### config.mk
export PLATFORM = sky130hd
export DESIGN_NAME = b2p_expand
export DESIGN_NICKNAME = d
export VERILOG_FILES = /design/src/hdl/b2p_pkg.sv /design/src/hdl/b2p_expand.sv
export VERILOG_INCLUDE_DIRS = /design/src /design/src/hdl
export SDC_FILE = /design/constraint.sdc
export NUM_CORES = 1
export LEC_CHECK = 0
export ABC_AREA = 0
export BUFFER_PORTS_ARGS = -buffer_cell sky130_fd_sc_hd__buf_2
export CELL_PAD_IN_SITES_DETAIL_PLACEMENT = 1
export CELL_PAD_IN_SITES_GLOBAL_PLACEMENT = 2
export CORE_MARGIN = 2
export CORE_UTILIZATION = 37
export DETAILED_ROUTE_END_ITERATION = 16
export HOLD_SLACK_MARGIN = 0.06
export PLACE_DENSITY_LB_ADDON = 0.15
export SLEW_MARGIN = 15
export SYNTH_ARGS = -nofsm -noshare
export SYNTH_HDL_FRONTEND = slang
export SYNTH_SLANG_ARGS = --single-unit
### constraint.sdc
create_clock -name clock -period 12.5 [get_ports clock]
set_clock_uncertainty 0.1 [all_clocks]
set_input_delay 0 -clock clock [delete_from_list [all_inputs] [get_ports clock]]
set_output_delay 0 -clock clock [all_outputs]
set_load 0.05 [all_outputs]
### src/hdl/bitplane_to_palette_pixel_defines.svh
// Assertion macros shared by the bit-plane to palette pixel block.
// Needs no other file; the checks expand to nothing when SYNTHESIS is defined.
`ifndef BITPLANE_TO_PALETTE_PIXEL_DEFINES_SVH
`define BITPLANE_TO_PALETTE_PIXEL_DEFINES_SVH
`ifndef SYNTHESIS
// A property that must hold at every clock edge outside reset.
`define B2P_ASSERT(lbl, prop) \
   lbl: assert property (@(posedge clock) disable iff (reset) prop) \
      else $error("b2p: assertion failed");
// An implication that must hold at every clock edge outside reset.
`define B2P_ASSERT_IMP(lbl, ante, cons) \
   lbl: assert property (@(posedge clock) disable iff (reset) (ante) |-> (cons)) \
      else $error("b2p: implication failed");
`else
`define B2P_ASSERT(lbl, prop)
`define B2P_ASSERT_IMP(lbl, ante, cons)
`endif
`endif

### src/hdl/b2p_pkg.sv
// Types, constants and the index remap function of the bit-plane to palette block.
// Used by every module of the block; depends on nothing.
package b2p_pkg;

   localparam int PLANE_W       = 16;
   localparam int PIX_PER_WORD  = 16;
   localparam int PIX_SHIFT     = 4;
   localparam int PLANES_STORED = 7;
   localparam int GROUP_W       = 7;
   localparam int WIDTH_W       = 11;
   localparam int COLUMN_W      = 10;
   localparam int LEVEL_W       = 16;
   localparam int CHAN_W        = 8;
   localparam int INDEX_W       = 8;
   localparam int RESET_WIDTH   = 320;

   // Level scaling: (255 * min(n, 1000) + 500) / 1000 by reciprocal multiply.
   localparam int LEVEL_FULL    = 1000;
   localparam int LEVEL_ROUND   = 500;
   localparam int TERM_W        = 18;
   localparam int SCALE_RECIP   = 268436;
   localparam int SCALE_SHIFT   = 28;
   localparam int PROD_W        = 37;

   // Configuration port.
   localparam int CSR_INDEX_W = 2;
   localparam int CSR_DATA_W  = 11;
   localparam logic [CSR_INDEX_W-1:0] CSR_EIGHT_BIT   = 2'd0;
   localparam logic [CSR_INDEX_W-1:0] CSR_LINE_LAYOUT = 2'd1;
   localparam logic [CSR_INDEX_W-1:0] CSR_IMAGE_WIDTH = 2'd2;

   // Request operation codes.
   localparam logic OP_PALETTE = 1'b0;
   localparam logic OP_PLANE   = 1'b1;

   typedef struct packed {
      logic               op;
      logic [INDEX_W-1:0] pal_index;
      logic [LEVEL_W-1:0] red_level;
      logic [LEVEL_W-1:0] green_level;
      logic [LEVEL_W-1:0] blue_level;
      logic [PLANE_W-1:0] plane_word;
   } req_type;

   typedef struct packed {
      logic [CHAN_W-1:0]   red;
      logic [CHAN_W-1:0]   green;
      logic [CHAN_W-1:0]   blue;
      logic [COLUMN_W-1:0] column;
      logic                row_end;
      logic                run_last;
   } rsp_type;

   typedef struct packed {
      logic                  en;
      logic [INDEX_W-1:0]    index;
      logic [3*CHAN_W-1:0]   rgb;
   } pal_wr_type;

   typedef struct packed {
      logic [PLANES_STORED-1:0][PLANE_W-1:0] planes;
      logic [PLANE_W-1:0]                    word;
      logic [GROUP_W-1:0]                    group;
      logic [WIDTH_W-1:0]                    width;
      logic                                  eight;
   } group_type;

   typedef struct packed {
      logic [COLUMN_W-1:0] column;
      logic                row_end;
      logic                run_last;
   } pix_meta_type;

   // Fixed remap from the raw plane index to the palette entry.
   function automatic logic [INDEX_W-1:0] remap_index(input logic [INDEX_W-1:0] v,
                                                      input logic eight);
      logic [INDEX_W-1:0] r;
      unique case (v)
         8'd1:   r = 8'd2;
         8'd2:   r = 8'd3;
         8'd3:   r = 8'd6;
         8'd5:   r = 8'd7;
         8'd6:   r = 8'd5;
         8'd7:   r = 8'd8;
         8'd8:   r = 8'd9;
         8'd9:   r = 8'd10;
         8'd10:  r = 8'd11;
         8'd11:  r = 8'd14;
         8'd13:  r = 8'd15;
         8'd14:  r = 8'd13;
         8'd15:  r = eight ? 8'd255 : 8'd1;
         8'd255: r = 8'd1;
         default: r = v;
      endcase
      return r;
   endfunction

endpackage

### src/hdl/b2p_expand.sv
// Group expander: walks a staged group's pixels up to the row end, builds and
// remaps each index; one palette lookup per ready cycle. Depends on b2p_pkg.
`include "bitplane_to_palette_pixel_defines.svh"
module b2p_expand import b2p_pkg::*; (
   input  logic               clock,
   input  logic               reset,
   input  logic               grp_valid,
   input  group_type          grp,
   output logic               grp_take,
   output logic               busy,
   input  logic               issue_ready,
   output logic               issue,
   output logic [INDEX_W-1:0] pal_idx,
   output pix_meta_type       meta
);

   logic                           busy_ff;
   group_type                      grp_ff;
   logic [PIX_SHIFT-1:0]           k_ff;
   logic [PIX_SHIFT-1:0]           sel;
   logic [GROUP_W+PIX_SHIFT-1:0]   col;
   logic [PLANES_STORED-1:0]       pb;
   logic                           wb;
   logic [INDEX_W-1:0]             raw_idx;
   logic                           run_last;

   // Column of the current pixel and its place in the row.
   assign col      = {grp_ff.group, k_ff};
   assign run_last = (k_ff == PIX_SHIFT'(PIX_PER_WORD - 1)) ||
                     ((12'(col) + 12'd1) == 12'(grp_ff.width));

   // Plane bits of the current pixel, leftmost pixel in the top bit.
   assign sel = PIX_SHIFT'(PIX_PER_WORD - 1) - k_ff;

   always_comb begin
      for (int pl = 0; pl < PLANES_STORED; pl++) begin
         pb[pl] = grp_ff.planes[pl][sel];
      end
   end

   assign wb      = grp_ff.word[sel];
   assign raw_idx = grp_ff.eight ? {wb, pb} : {4'b0, wb, pb[2:0]};
   assign pal_idx = remap_index(raw_idx, grp_ff.eight);

   assign meta.column   = COLUMN_W'(col);
   assign meta.row_end  = (col == (grp_ff.width - WIDTH_W'(1)));
   assign meta.run_last = run_last;

   // Lookup issue and group hand-over on the final pixel.
   assign issue    = busy_ff && issue_ready;
   assign grp_take = grp_valid && (!busy_ff || (issue && run_last));
   assign busy     = busy_ff;

   always_ff @(posedge clock) begin
      if (reset) begin
         busy_ff <= 1'b0;
         k_ff    <= '0;
      end else if (grp_take) begin
         busy_ff <= 1'b1;
         k_ff    <= '0;
      end else if (issue) begin
         if (run_last) begin
            busy_ff <= 1'b0;
         end else begin
            k_ff <= k_ff + PIX_SHIFT'(1);
         end
      end
   end

   always_ff @(posedge clock) begin
      if (grp_take) begin
         grp_ff <= grp;
      end
   end

   // Every pixel walked lies inside the row.
   `B2P_ASSERT_IMP(a_col_in_row, busy_ff, col < grp_ff.width)
   // A lookup that is not the group's last moves on to the next pixel.
   `B2P_ASSERT(a_step_next, issue && !run_last |=> busy_ff && (k_ff == $past(k_ff) + 4'd1))
   // A newly taken group starts at its leftmost pixel.
   `B2P_ASSERT(a_take_start, grp_take |=> busy_ff && (k_ff == '0))

endmodule

==> metrics.md <==
| Metric | Value |
|---|---|
| Number of synthesized flops with an enable pin | 147 |
| Final setup violation count | 0 |
| Die X | 140 µm |
| Largest net degree at the start of global routing | 90 |
| Row cnt | 49 |
| Worst R2R Setup Slack | 7.36 ns |
| Sequential fraction of the synthesis area | 66.3% |
| Post-synth ARST share | 0% |
| Post-Place Cell Area | 7780 µm² |
| Clock share of power | 40.5% |
| WP data arrival | 5.09 ns |
| Num CTS Buffers | 17 |
| Initial drt markers | 220 |
| Hold depth | 2 |
| CTS Sinks | 152 |
| Htree depth | 4 |
| Root Driver | clkbuf_16 |
| Hold Crit Class | input pin to flop |
| Hold Slack | 0.176 ns |
| Yosys warns | 0 |
| Element type at the critical path start | flop |
| Int Power | 954 µW |
| Routed length per instance | 19.2 µm |
| Final Max Tran Viols | 0 |
| Net Count, Synth | 562 |
| Power share of the combinational group | 11.7% |
| Top Ports | 174 |
| FF+latch count, synth | 152 |
| Routed Antenna Nets | 0 |
| NumNets Final | 880 |
| DRT Pass-1 Iters | 4 |
| Pwr Total | 1270 µW |
| Power per cell area | 128 nW/µm² |
| Cells after synthesis | 409 |
| Clk_lat worst skew | 0.43 ns |
| Final instance area | 9930 µm² |
| Syn_area_per_cell | 16.6 µm² |
| Layout cells sized above 1 | 34.5% |
| Worst-path clk slew | 0.07 ns |
| Routed WL | 18600 µm |
| CP endpoint kind | flop |
| Initial core utilization | 37.7% |
| Final Cycle Share | 41.1% |
| Initial antenna violation count | 1 |
| M1 GR Usage | 22.6% |
| IO Port Bufs | 173 |
| Switching component of the power | 316 µW |
| GR peak layer | met2 |
| Lkg Pwr | 0.00372 µW |
| Clock buffer depth | 2 |
| CTS tree | done |
| Final min period | 5.14 ns |
| Final Hold Fails | 0 |
| GRT Total Usage | 19.6% |
| Core ar. | 18000 µm² |
| Max-slew headroom | 33.9% |
| First-pass GRT wire length | 29000 µm |
| Distinct cells, synth | 62 |
| Remaining DRCs | 0 |
| Max Freq | 195 MHz |
| Setup TNS | 0 ns |
| Vias/cell | 4.99 |
| Sw Ratio | 24.9% |
| Flop pwr share | 47.7% |
| CP Class | flop to flop |
| Max cap viols | 0 |
| Vias in the first global route | 5437 |
| Mapped Area | 6800 µm² |
| Post-synth top flop | edfxtp_1 |
| Area grow syn2layout | 46.0% |
| Vias | 4845 |
| RSZ-0062 raised after global routing | no |
| Die area | 19500 µm² |
| Grt met2 use | 35.2% |
| Postcts setup bufs | 0 |
| Grt ovf | 0 |
| Met3 usage | 5.06% |
| Die Ht | 140 µm |
| Status | completed |
| WP data required | 12.46 ns |
| RD Place Congestion | 0.783 |
| Peak supply drop | 0.0909 mV |
| Tightest Pin Transition | 0.991 ns |
| Crit-path max FO | 60 |
| Detailed Place HPWL | 11000 µm |
| R2r worst-path depth | 12 |
## layout make-up
cell class,instances,area [µm²]
inverters,14,52.6
diodes,2,5.00
flip-flops and latches,152,4520
repair buffers,330,2450
clock inverters,14,155
multi-input cells,212,2040
clock buffers,18,429
fillers,1776,8090
well taps,229,287
## cells in the mapped netlist, types with 4 or more instances
master | n | area [µm²]
nand2b_1 | 6 | 37.5
edfxtp_1 | 147 | 4410
a31oi_1 | 5 | 31.3
o21ai_0 | 5 | 25.0
nor2b_1 | 6 | 37.5
mux4_1 | 4 | 105
clkbuf_1 | 7 | 26.3
a21oi_1 | 11 | 55.1
mux2i_1 | 12 | 120
xor2_1 | 7 | 61.3
xnor2_1 | 13 | 114
buf_2 | 6 | 30.0
and2_1 | 4 | 25.0
o21bai_1 | 5 | 37.5
buf_4 | 15 | 113
inv_1 | 12 | 45.0
or4_1 | 4 | 30.0
mux4_2 | 27 | 608
nor2_1 | 17 | 63.8
nor3b_1 | 4 | 30.0
nand2_1 | 16 | 60.1
o31ai_1 | 5 | 37.5
dfxtp_1 | 5 | 100
## worst max-delay path, cell delays in order, from the launching register on
cell and delay, ns:
dfxtp_2 0.80, buf_4 0.48, ha_1 0.30, and3_1 0.21, o211ai_1 0.10, or3_1 0.38, nor4_1 0.26, a31o_2 0.33
nand2_1 0.13, a21oi_4 0.15, buf_4 0.45, buf_16 0.32, buf_4 0.67
## per-layer routing
metal | part of all wire [%] | wire [µm]
met1 | 40 | 7430
met5 | 0 | 0
met4 | 1.7 | 319
met2 | 53 | 9970
met3 | 5.0 | 924
## kinds of logic (layout without fill, tap and decap cells)
logic type      count (synthesis)  count (layout)  synth area share, %
xor+xnor                       20              20                 2.57
simple gates                   85              85                 7.21
fa+ha+maj                       2               2                0.368
buf+inv                        45             376                 3.88
mux                            47              47                 12.9
other cells                     0               2                    0
flops                         152             152                 66.3
compound gates                 58              58                 6.68
## path summary, 6_finish.rpt
| kind | start | to |
|---|---|---|
| worst max-delay path | k_ff[0] | grp_ff[118] |
| worst min-delay path | grp[67] | grp_ff[67] |
| worst max register to register | k_ff[0] | grp_ff[118] |
| worst min register to register | k_ff[0] | k_ff[0] |
## metrics by stage
| stage | worst slack (ns) | std cells | utilization [%] |
|---|---|---|---|
| finish | 7.36 | 971 | 55.1 |
| global route | 6.93 | 970 | 55.1 |
| CTS | 7.09 | 968 | 54.9 |
| detailed placement | 7.11 | 783 | 43.2 |
| global placement | 7.26 | 783 | 43.2 |
| floorplan | 1.98 | 409 | - |
## sequential cells by signal (all words and copies together), names as in the netlist
name,flops
busy,1
grp_ff,140
k_ff,4
meta,6
col,1
## layout by cell type (no fill, tap or decap), types with 3 or more instances in the layout
master,count
edfxtp_1,147
mux4_1,4
nor3b_1,4
nand3_1,3
inv_6,6
o21bai_1,5
nand4_1,3
a31oi_1,5
clkbuf_16,17
nand2b_1,6
xnor2_1,13
inv_1,12
and2_1,4
mux2i_1,12
or4_1,4
dfxtp_2,3
buf_4,3
or3_1,3
buf_2,173
o21ai_0,5
o31ai_1,5
o211ai_1,3
nor2_1,17
dlygate4sd3_1,153
mux2_2,3
xor2_1,7
and4_1,3
inv_8,3
nor4_1,3
mux4_2,27
a22o_1,3
nor2b_1,6
a21oi_1,10
nand2_1,16
## power groups by stage
stage	Clock [µW]	Sequential (µW)	Combinational, µW
after CTS	527	607	146
after global routing	548	609	161
final	515	606	149
after global placement	0	616	107
after detailed placement	0	618	109
after floorplan	0	618	69.9
## timing repair
| item | in CTS | in global routing |
|---|---|---|
| gates resized for setup | 0 | 0 |
| endpoints found under the hold margin | 152 | 0 |
| hold buffers | 153 | 0 |
Power figures use the tool's default switching activity.
